## src/hdl/shamh_pkg.sv

```systemverilog
`timescale 1ns / 1ps

package shamh_pkg;

    // Input word: one message byte plus framing
    typedef struct packed {
        logic [7:0] data_byte;
        logic       byte_present;
        logic       end_of_message;
    } shamh_in_t;

    // Output word: one digest word
    typedef struct packed {
        logic [31:0] digest_word;
        logic [2:0]  word_number;
        logic        last_word;
    } shamh_out_t;

    // Sequencer states
    typedef enum logic [2:0] {
        ST_IDLE,
        ST_ROUND,
        ST_UPDATE,
        ST_PAD,
        ST_OUT
    } shamh_state_t;

    // Controls from the sequencer to the datapath
    typedef struct packed {
        logic       load_byte;
        logic [7:0] byte_val;
        logic       shift_word;
        logic       wv_load;
        logic       round_en;
        logic [5:0] round_idx;
        logic       chain_update;
        logic       chain_init;
        logic [2:0] out_idx;
    } shamh_ctrl_t;

    localparam logic [7:0] PAD_MARK     = 8'h80;
    localparam logic [5:0] LEN_POS      = 6'd56;
    localparam logic [5:0] LAST_POS     = 6'd63;
    localparam logic [5:0] LAST_ROUND   = 6'd63;
    localparam logic [2:0] LAST_WORD    = 3'd7;

    function automatic logic [31:0] init_chain(input logic [2:0] idx);
        logic [31:0] v;
        case (idx)
            3'd0:    v = 32'h6a09e667;
            3'd1:    v = 32'hbb67ae85;
            3'd2:    v = 32'h3c6ef372;
            3'd3:    v = 32'ha54ff53a;
            3'd4:    v = 32'h510e527f;
            3'd5:    v = 32'h9b05688c;
            3'd6:    v = 32'h1f83d9ab;
            default: v = 32'h5be0cd19;
        endcase
        return v;
    endfunction

    function automatic logic [31:0] round_k(input logic [5:0] idx);
        logic [31:0] v;
        case (idx)
            6'd0:  v = 32'h428a2f98;  6'd1:  v = 32'h71374491;
            6'd2:  v = 32'hb5c0fbcf;  6'd3:  v = 32'he9b5dba5;
            6'd4:  v = 32'h3956c25b;  6'd5:  v = 32'h59f111f1;
            6'd6:  v = 32'h923f82a4;  6'd7:  v = 32'hab1c5ed5;
            6'd8:  v = 32'hd807aa98;  6'd9:  v = 32'h12835b01;
            6'd10: v = 32'h243185be;  6'd11: v = 32'h550c7dc3;
            6'd12: v = 32'h72be5d74;  6'd13: v = 32'h80deb1fe;
            6'd14: v = 32'h9bdc06a7;  6'd15: v = 32'hc19bf174;
            6'd16: v = 32'he49b69c1;  6'd17: v = 32'hefbe4786;
            6'd18: v = 32'h0fc19dc6;  6'd19: v = 32'h240ca1cc;
            6'd20: v = 32'h2de92c6f;  6'd21: v = 32'h4a7484aa;
            6'd22: v = 32'h5cb0a9dc;  6'd23: v = 32'h76f988da;
            6'd24: v = 32'h983e5152;  6'd25: v = 32'ha831c66d;
            6'd26: v = 32'hb00327c8;  6'd27: v = 32'hbf597fc7;
            6'd28: v = 32'hc6e00bf3;  6'd29: v = 32'hd5a79147;
            6'd30: v = 32'h06ca6351;  6'd31: v = 32'h14292967;
            6'd32: v = 32'h27b70a85;  6'd33: v = 32'h2e1b2138;
            6'd34: v = 32'h4d2c6dfc;  6'd35: v = 32'h53380d13;
            6'd36: v = 32'h650a7354;  6'd37: v = 32'h766a0abb;
            6'd38: v = 32'h81c2c92e;  6'd39: v = 32'h92722c85;
            6'd40: v = 32'ha2bfe8a1;  6'd41: v = 32'ha81a664b;
            6'd42: v = 32'hc24b8b70;  6'd43: v = 32'hc76c51a3;
            6'd44: v = 32'hd192e819;  6'd45: v = 32'hd6990624;
            6'd46: v = 32'hf40e3585;  6'd47: v = 32'h106aa070;
            6'd48: v = 32'h19a4c116;  6'd49: v = 32'h1e376c08;
            6'd50: v = 32'h2748774c;  6'd51: v = 32'h34b0bcb5;
            6'd52: v = 32'h391c0cb3;  6'd53: v = 32'h4ed8aa4a;
            6'd54: v = 32'h5b9cca4f;  6'd55: v = 32'h682e6ff3;
            6'd56: v = 32'h748f82ee;  6'd57: v = 32'h78a5636f;
            6'd58: v = 32'h84c87814;  6'd59: v = 32'h8cc70208;
            6'd60: v = 32'h90befffa;  6'd61: v = 32'ha4506ceb;
            6'd62: v = 32'hbef9a3f7;  default: v = 32'hc67178f2;
        endcase
        return v;
    endfunction

    function automatic logic [31:0] rotr(input logic [31:0] x, input int unsigned n);
        return (x >> n) | (x << (32 - n));
    endfunction

    function automatic logic [31:0] big_sigma0(input logic [31:0] x);
        return rotr(x, 2) ^ rotr(x, 13) ^ rotr(x, 22);
    endfunction

    function automatic logic [31:0] big_sigma1(input logic [31:0] x);
        return rotr(x, 6) ^ rotr(x, 11) ^ rotr(x, 25);
    endfunction

    function automatic logic [31:0] small_sigma0(input logic [31:0] x);
        return rotr(x, 7) ^ rotr(x, 18) ^ (x >> 3);
    endfunction

    function automatic logic [31:0] small_sigma1(input logic [31:0] x);
        return rotr(x, 17) ^ rotr(x, 19) ^ (x >> 10);
    endfunction

endpackage

```

## src/hdl/shamh_sched.sv

```systemverilog
`timescale 1ns / 1ps

// 16-word block buffer / message schedule window.
// Byte load shifts the whole 512-bit block left by one byte (big-endian pack);
// a round shifts it by one word and appends the next schedule word.
module shamh_sched (
    input  logic                aclk,
    input  shamh_pkg::shamh_ctrl_t ctl,
    output logic [31:0]         w_cur
);

    logic [31:0] win_reg [16];
    logic [31:0] w_new;

    // next schedule word, W[t+16]
    assign w_new = shamh_pkg::small_sigma1(win_reg[14]) + win_reg[9]
                 + shamh_pkg::small_sigma0(win_reg[1]) + win_reg[0];

    assign w_cur = win_reg[0];

    always_ff @(posedge aclk) begin
        if (ctl.load_byte) begin
            for (int i = 0; i < 15; i++) begin
                win_reg[i] <= {win_reg[i][23:0], win_reg[i+1][31:24]};
            end
            win_reg[15] <= {win_reg[15][23:0], ctl.byte_val};
        end else if (ctl.shift_word) begin
            for (int i = 0; i < 15; i++) begin
                win_reg[i] <= win_reg[i+1];
            end
            win_reg[15] <= w_new;
        end
    end

endmodule

```

## src/hdl/shamh_round.sv

```systemverilog
`timescale 1ns / 1ps

// Working variables a..h, the shared round unit and the chaining state.
module shamh_round (
    input  logic                aclk,
    input  logic                aresetn,
    input  shamh_pkg::shamh_ctrl_t ctl,
    input  logic [31:0]         w_cur,
    output logic [31:0]         chain_word
);

    logic [31:0] wv_reg    [8];
    logic [31:0] chain_reg [8];
    logic [31:0] t1;
    logic [31:0] t2;
    logic [31:0] ch;
    logic [31:0] maj;

    // one compression round
    always_comb begin
        ch  = (wv_reg[4] & wv_reg[5]) ^ (~wv_reg[4] & wv_reg[6]);
        maj = (wv_reg[0] & wv_reg[1]) ^ (wv_reg[0] & wv_reg[2]) ^ (wv_reg[1] & wv_reg[2]);
        t1  = wv_reg[7] + shamh_pkg::big_sigma1(wv_reg[4]) + ch
            + shamh_pkg::round_k(ctl.round_idx) + w_cur;
        t2  = shamh_pkg::big_sigma0(wv_reg[0]) + maj;
    end

    // working variables
    always_ff @(posedge aclk) begin
        if (ctl.wv_load) begin
            for (int i = 0; i < 8; i++) begin
                wv_reg[i] <= chain_reg[i];
            end
        end else if (ctl.round_en) begin
            wv_reg[7] <= wv_reg[6];
            wv_reg[6] <= wv_reg[5];
            wv_reg[5] <= wv_reg[4];
            wv_reg[4] <= wv_reg[3] + t1;
            wv_reg[3] <= wv_reg[2];
            wv_reg[2] <= wv_reg[1];
            wv_reg[1] <= wv_reg[0];
            wv_reg[0] <= t1 + t2;
        end
    end

    // chaining state: init on reset / after digest, accumulate after each block
    always_ff @(posedge aclk) begin
        if (!aresetn || ctl.chain_init) begin
            for (int i = 0; i < 8; i++) begin
                chain_reg[i] <= shamh_pkg::init_chain(3'(i));
            end
        end else if (ctl.chain_update) begin
            for (int i = 0; i < 8; i++) begin
                chain_reg[i] <= chain_reg[i] + wv_reg[i];
            end
        end
    end

    assign chain_word = chain_reg[ctl.out_idx];

endmodule

```

## src/hdl/shamh_ctrl.sv

```systemverilog
`timescale 1ns / 1ps

// Sequencer: byte intake, padding, round count, digest readout.
module shamh_ctrl (
    input  logic                   aclk,
    input  logic                   aresetn,
    input  logic                   s_valid,
    output logic                   s_ready,
    input  shamh_pkg::shamh_in_t   s_data,
    output logic                   m_valid,
    input  logic                   m_ready,
    output shamh_pkg::shamh_ctrl_t ctl
);

    shamh_pkg::shamh_state_t state_reg, state_next;
    logic [5:0]  pos_reg, pos_next;
    logic [63:0] bitlen_reg, bitlen_next;
    logic [5:0]  round_reg, round_next;
    logic [2:0]  out_reg, out_next;
    logic        ending_reg, ending_next;
    logic        sent80_reg, sent80_next;
    logic        lenph_reg, lenph_next;
    logic [7:0]  len_byte;

    // length byte for the current slot (56 -> most significant)
    always_comb begin
        case (pos_reg[2:0])
            3'd0:    len_byte = bitlen_reg[63:56];
            3'd1:    len_byte = bitlen_reg[55:48];
            3'd2:    len_byte = bitlen_reg[47:40];
            3'd3:    len_byte = bitlen_reg[39:32];
            3'd4:    len_byte = bitlen_reg[31:24];
            3'd5:    len_byte = bitlen_reg[23:16];
            3'd6:    len_byte = bitlen_reg[15:8];
            default: len_byte = bitlen_reg[7:0];
        endcase
    end

    always_ff @(posedge aclk) begin
        if (!aresetn) begin
            state_reg  <= shamh_pkg::ST_IDLE;
            pos_reg    <= '0;
            bitlen_reg <= '0;
            round_reg  <= '0;
            out_reg    <= '0;
            ending_reg <= 1'b0;
            sent80_reg <= 1'b0;
            lenph_reg  <= 1'b0;
        end else begin
            state_reg  <= state_next;
            pos_reg    <= pos_next;
            bitlen_reg <= bitlen_next;
            round_reg  <= round_next;
            out_reg    <= out_next;
            ending_reg <= ending_next;
            sent80_reg <= sent80_next;
            lenph_reg  <= lenph_next;
        end
    end

    // next state and datapath controls
    always_comb begin
        state_next  = state_reg;
        pos_next    = pos_reg;
        bitlen_next = bitlen_reg;
        round_next  = round_reg;
        out_next    = out_reg;
        ending_next = ending_reg;
        sent80_next = sent80_reg;
        lenph_next  = lenph_reg;
        s_ready     = 1'b0;
        m_valid     = 1'b0;
        ctl              = '0;
        ctl.round_idx    = round_reg;
        ctl.out_idx      = out_reg;

        unique case (state_reg)
            shamh_pkg::ST_IDLE: begin
                s_ready = 1'b1;
                if (s_valid) begin
                    ending_next = s_data.end_of_message;
                    if (s_data.end_of_message) begin
                        state_next = shamh_pkg::ST_PAD;
                    end
                    if (s_data.byte_present) begin
                        ctl.load_byte = 1'b1;
                        ctl.byte_val  = s_data.data_byte;
                        pos_next      = pos_reg + 6'd1;
                        bitlen_next   = bitlen_reg + 64'd8;
                        if (pos_reg == shamh_pkg::LAST_POS) begin
                            ctl.wv_load = 1'b1;
                            round_next  = '0;
                            state_next  = shamh_pkg::ST_ROUND;
                        end
                    end
                end
            end

            shamh_pkg::ST_ROUND: begin
                ctl.round_en   = 1'b1;
                ctl.shift_word = 1'b1;
                round_next     = round_reg + 6'd1;
                if (round_reg == shamh_pkg::LAST_ROUND) begin
                    state_next = shamh_pkg::ST_UPDATE;
                end
            end

            shamh_pkg::ST_UPDATE: begin
                ctl.chain_update = 1'b1;
                out_next         = '0;
                if (lenph_reg) begin
                    state_next = shamh_pkg::ST_OUT;
                end else if (ending_reg) begin
                    state_next = shamh_pkg::ST_PAD;
                end else begin
                    state_next = shamh_pkg::ST_IDLE;
                end
            end

            shamh_pkg::ST_PAD: begin
                ctl.load_byte = 1'b1;
                pos_next      = pos_reg + 6'd1;
                if (!sent80_reg) begin
                    ctl.byte_val = shamh_pkg::PAD_MARK;
                    sent80_next  = 1'b1;
                end else if (lenph_reg || pos_reg == shamh_pkg::LEN_POS) begin
                    ctl.byte_val = len_byte;
                    lenph_next   = 1'b1;
                end else begin
                    ctl.byte_val = 8'h00;
                end
                if (pos_reg == shamh_pkg::LAST_POS) begin
                    ctl.wv_load = 1'b1;
                    round_next  = '0;
                    state_next  = shamh_pkg::ST_ROUND;
                end
            end

            shamh_pkg::ST_OUT: begin
                m_valid = 1'b1;
                if (m_ready) begin
                    out_next = out_reg + 3'd1;
                    if (out_reg == shamh_pkg::LAST_WORD) begin
                        ctl.chain_init = 1'b1;
                        pos_next       = '0;
                        bitlen_next    = '0;
                        round_next     = '0;
                        ending_next    = 1'b0;
                        sent80_next    = 1'b0;
                        lenph_next     = 1'b0;
                        state_next     = shamh_pkg::ST_IDLE;
                    end
                end
            end

            default: begin
                state_next = shamh_pkg::ST_IDLE;
            end
        endcase
    end

endmodule

```

## src/hdl/sha256_message_hasher.sv

```systemverilog
`timescale 1ns / 1ps

// SHA-256 hasher taking one message byte per input word and returning the
// digest as eight 32-bit words, most significant first. Every 64th byte
// starts a compression of 64 rounds at one round per cycle through a single
// shared round unit, after which the result is folded into the chaining
// state; s_ready is low throughout. The end-of-message word triggers padding,
// fed one byte per cycle except while a compression runs, one or two more
// compressions, then the eight digest words on the m_ channel; s_ready
// stays low until the last digest word is taken. A word with end_of_message
// and no byte closes the message before it (alone, it hashes the empty
// message). Bit length wraps at 2^64.
module sha256_message_hasher (
    input  logic                 aclk,
    input  logic                 aresetn,
    input  logic                 s_valid,
    output logic                 s_ready,
    input  shamh_pkg::shamh_in_t s_data,
    output logic                 m_valid,
    input  logic                 m_ready,
    output shamh_pkg::shamh_out_t m_data
);

    shamh_pkg::shamh_ctrl_t ctl;
    logic [31:0]            w_cur;
    logic [31:0]            chain_word;

    shamh_ctrl u_ctrl (
        .aclk    (aclk),
        .aresetn (aresetn),
        .s_valid (s_valid),
        .s_ready (s_ready),
        .s_data  (s_data),
        .m_valid (m_valid),
        .m_ready (m_ready),
        .ctl     (ctl)
    );

    shamh_sched u_sched (
        .aclk  (aclk),
        .ctl   (ctl),
        .w_cur (w_cur)
    );

    shamh_round u_round (
        .aclk       (aclk),
        .aresetn    (aresetn),
        .ctl        (ctl),
        .w_cur      (w_cur),
        .chain_word (chain_word)
    );

    // digest word readout
    always_comb begin
        m_data.digest_word = chain_word;
        m_data.word_number = ctl.out_idx;
        m_data.last_word   = (ctl.out_idx == shamh_pkg::LAST_WORD);
    end

endmodule

```

## config.mk

```make
export PLATFORM = sky130hd
export DESIGN_NAME = sha256_message_hasher
export DESIGN_NICKNAME = d
export VERILOG_FILES = /design/src/hdl/shamh_pkg.sv /design/src/hdl/shamh_sched.sv /design/src/hdl/shamh_round.sv /design/src/hdl/shamh_ctrl.sv /design/src/hdl/sha256_message_hasher.sv
export SDC_FILE = /design/constraint.sdc
export NUM_CORES = 2
export LEC_CHECK = 0
export BUFFER_PORTS_ARGS = -buffer_cell sky130_fd_sc_hd__buf_2
export CORE_MARGIN = 3
export CORE_UTILIZATION = 35
export DETAILED_ROUTE_END_ITERATION = 8
export PLACE_DENSITY = 0.51
export SYNTH_ARGS = -nofsm -noshare
export SYNTH_HDL_FRONTEND = slang
export SYNTH_SLANG_ARGS = --single-unit
```

## constraint.sdc

```tcl
create_clock -name aclk -period 31 [get_ports aclk]
set_clock_uncertainty 0.2 [all_clocks]
set_input_delay 6.2 -clock aclk [delete_from_list [all_inputs] [get_ports aclk]]
set_output_delay 6.2 -clock aclk [all_outputs]
set_load 0.02 [all_outputs]
```

==> out/qor.yml <==
route:
  dr.pass1.iters: 5
  viasPerCell: 5.46
  totalWireLength_mm: 252
  drc: 0
  routedWlPerCell_um: 23.4
  vias: 58900
  drt_iter0_drc: 5552
  ant_nets: 0
worst_hold_path:
  holdCritPathClass: "flop to flop"
  hold_start: "u_ctrl.ending_reg"
placement:
  io_buffers: 51
  dp.cells: 10500
  dp_hpwl_mm: 185
  gp_routability_congestion: 0.943
cells_and_area:
  final_common_cell: "nand2_1"
  final_cell_count_no_fill: 10800
  fill_cells: 21200
  area_delta_synth_final_pct: 9.89
  largest_register_ffs: 512
  multiInputGateArea_um2: 39800
  nets: 8465
  regArea_um2: 33100
  drive_gt1_share_pct: 6.57
  layout_common_cells: "nand2_1, edfxtp_1, ha_1, xnor2_1, nor2_1"
global_route:
  grt_first_pass_wirelength_mm: 375
  grt_antenna_before_repair: 14
  grt_start_max_net_pins: 155
  grtUsageTotal_pct: 22.3
  overflow: 0
  grt_pass1_vias: 57600
synthesis:
  ys_ff_latch: 1141
  synthFlopType: "edfxtp_1"
  syn-num-nets: 8605
  synth_edf_count: 1024
  syn_area_um2: 75400
  synth_cell_types: 92
  postSynth.asyncResetShare_pct: 0
  synth_area_per_cell_um2: 9.43
  ys_top_cells_by_area: "edfxtp_1, nand2_1, ha_1"
  synth_cells: 7998
  yosysWarningCount: 0
  synth_top_area_cell: "edfxtp_1"
  yosysSeqAreaShare_pct: 43.9
  yosysTopAreaCellShare_pct: 40.8
timing:
  final-setup-viol-count: 0
  grt_setup_unrepaired: "false"
  fin_crit_sh_pct: 34.3
  finalMaxSlewViolations: 0
  tns_ps: 0
  hold_viol: 0
  holdWs_ps: 287
  fin_crit_ps: 10640
  timing.fmax_mhz: 94.0
  slew_headroom_pct: 11.5
  tightest_slew_ps: 1320
clocking:
  ctsHtreeMaxLevel: 4
  post-cts-setup-buffers: 0
  postCtsHoldBufs: 0
  ctsLongestPathBuffers: 3
  cts_made_buffers: 144
  cts.clk_slew.worst_paths_ps: 60
  root_buffer: "clkbuf_16"
  cts_tree: "built"
  worstSkewPairLatency_ps: 810
  cts_resized: 0
  clkSinkCount: 1141
critical_path:
  cp-start-kind: "input pin"
  worstSetupPathType: "input pin to flop"
  rr_startpoint: "u_round.wv_reg[2][26]"
  cp.arrival_ps: 10850
  cp-end-kind: "flop"
  crit_path_start: "aresetn"
  crit_fanout: 59
  cp.required_ps: 31210
floorplan:
  start_util_pct: 35.4
  fp.dieH_um: 470
  coreArea_um2: 213000
  ios: 52
  die_area_um2: 221000
  die_x_um: 470
  rows: 169
job:
  drv_cap: 0
run_status:
  status: "complete, no violations"
## stage by stage
stage                     instance area, µm²  util, %  setup slack (ps)
after global routing                   82900     38.9             20060
after detailed placement               78400     36.8             19440
final                                  82900     38.9             20360
after CTS                              82900     38.9             20330
after floorplan                        75400        -              6750
after global placement                 78400     36.8             19510
## synthesized netlist by cell type (all sizes together) (37+ instances only)
| library cell | number |
|---|---|
| nand2 | 2453 |
| edfxtp | 1024 |
| ha | 398 |
| xnor2 | 391 |
| nor2 | 390 |
| clkbuf | 380 |
| o21ai | 375 |
| a21oi | 357 |
| inv | 284 |
| xor2 | 221 |
| fa | 195 |
| a21o | 150 |
| dfxtp | 117 |
| nand3 | 100 |
| nor3 | 100 |
| nand2b | 79 |
| mux2 | 66 |
| mux4 | 64 |
| o21a | 61 |
| and3 | 58 |
| a211oi | 55 |
| o21bai | 49 |
| buf | 44 |
| nor2b | 42 |
| a31oi | 38 |
| o31ai | 38 |
| or3 | 37 |
## worst paths after layout
path,to,slack (ps),cells past startpoint
max reg2reg,u_round.wv_reg[0][30],21680,29
min reg2reg,u_ctrl.ending_reg,290,2
min,u_ctrl.ending_reg,290,2
max,u_round.chain_reg[1][13],20360,8
## kinds of logic (layout without fill, tap and decap cells)
logic type,Yosys count,in the layout,synth area share [%]
simple gates,3389,3389,18.5
xor+xnor,614,614,7.17
compound gates,1378,1378,11.7
mux,149,149,3.15
other cells,0,2,0
flops,1141,1141,43.9
buf+inv,712,685,3.58
fa+ha+maj,615,615,12.1
## cell type report
type | instances | area share, %
Inverter | 288 | 1.30
Clock buffer | 185 | 4.59
Multi-Input combinational cell | 6145 | 48.0
Tap cell | 2821 | 4.26
Clock inverter | 74 | 0.809
Timing Repair Buffer | 138 | 1.13
Antenna cell | 2 | 0.00604
Sequential cell | 1141 | 39.9
## routing by layer
layer | vias to the layer above | routed length, µm | part of all wire, % | track usage (%)
li1 | 27500 | - | - | -
met1 | 29100 | 117000 | 46 | 32.2
met2 | 2006 | 108000 | 43 | 33.4
met3 | 384 | 17200 | 6.8 | 3.52
met4 | 4 | 9720 | 3.9 | 8.18
met5 | - | 27 | 0.011 | 0
## worst max-delay path: stages
cell and delay (ps):
buf_2 250, inv_1 450, a31oi_4 130, nand2_4 470, buf_4 750, buf_4 850
buf_4 800, buf_4 810
Power is left out: the tool's default activity adds up to more than one toggle a clock period on the data nets, which glitch-free logic cannot reach.
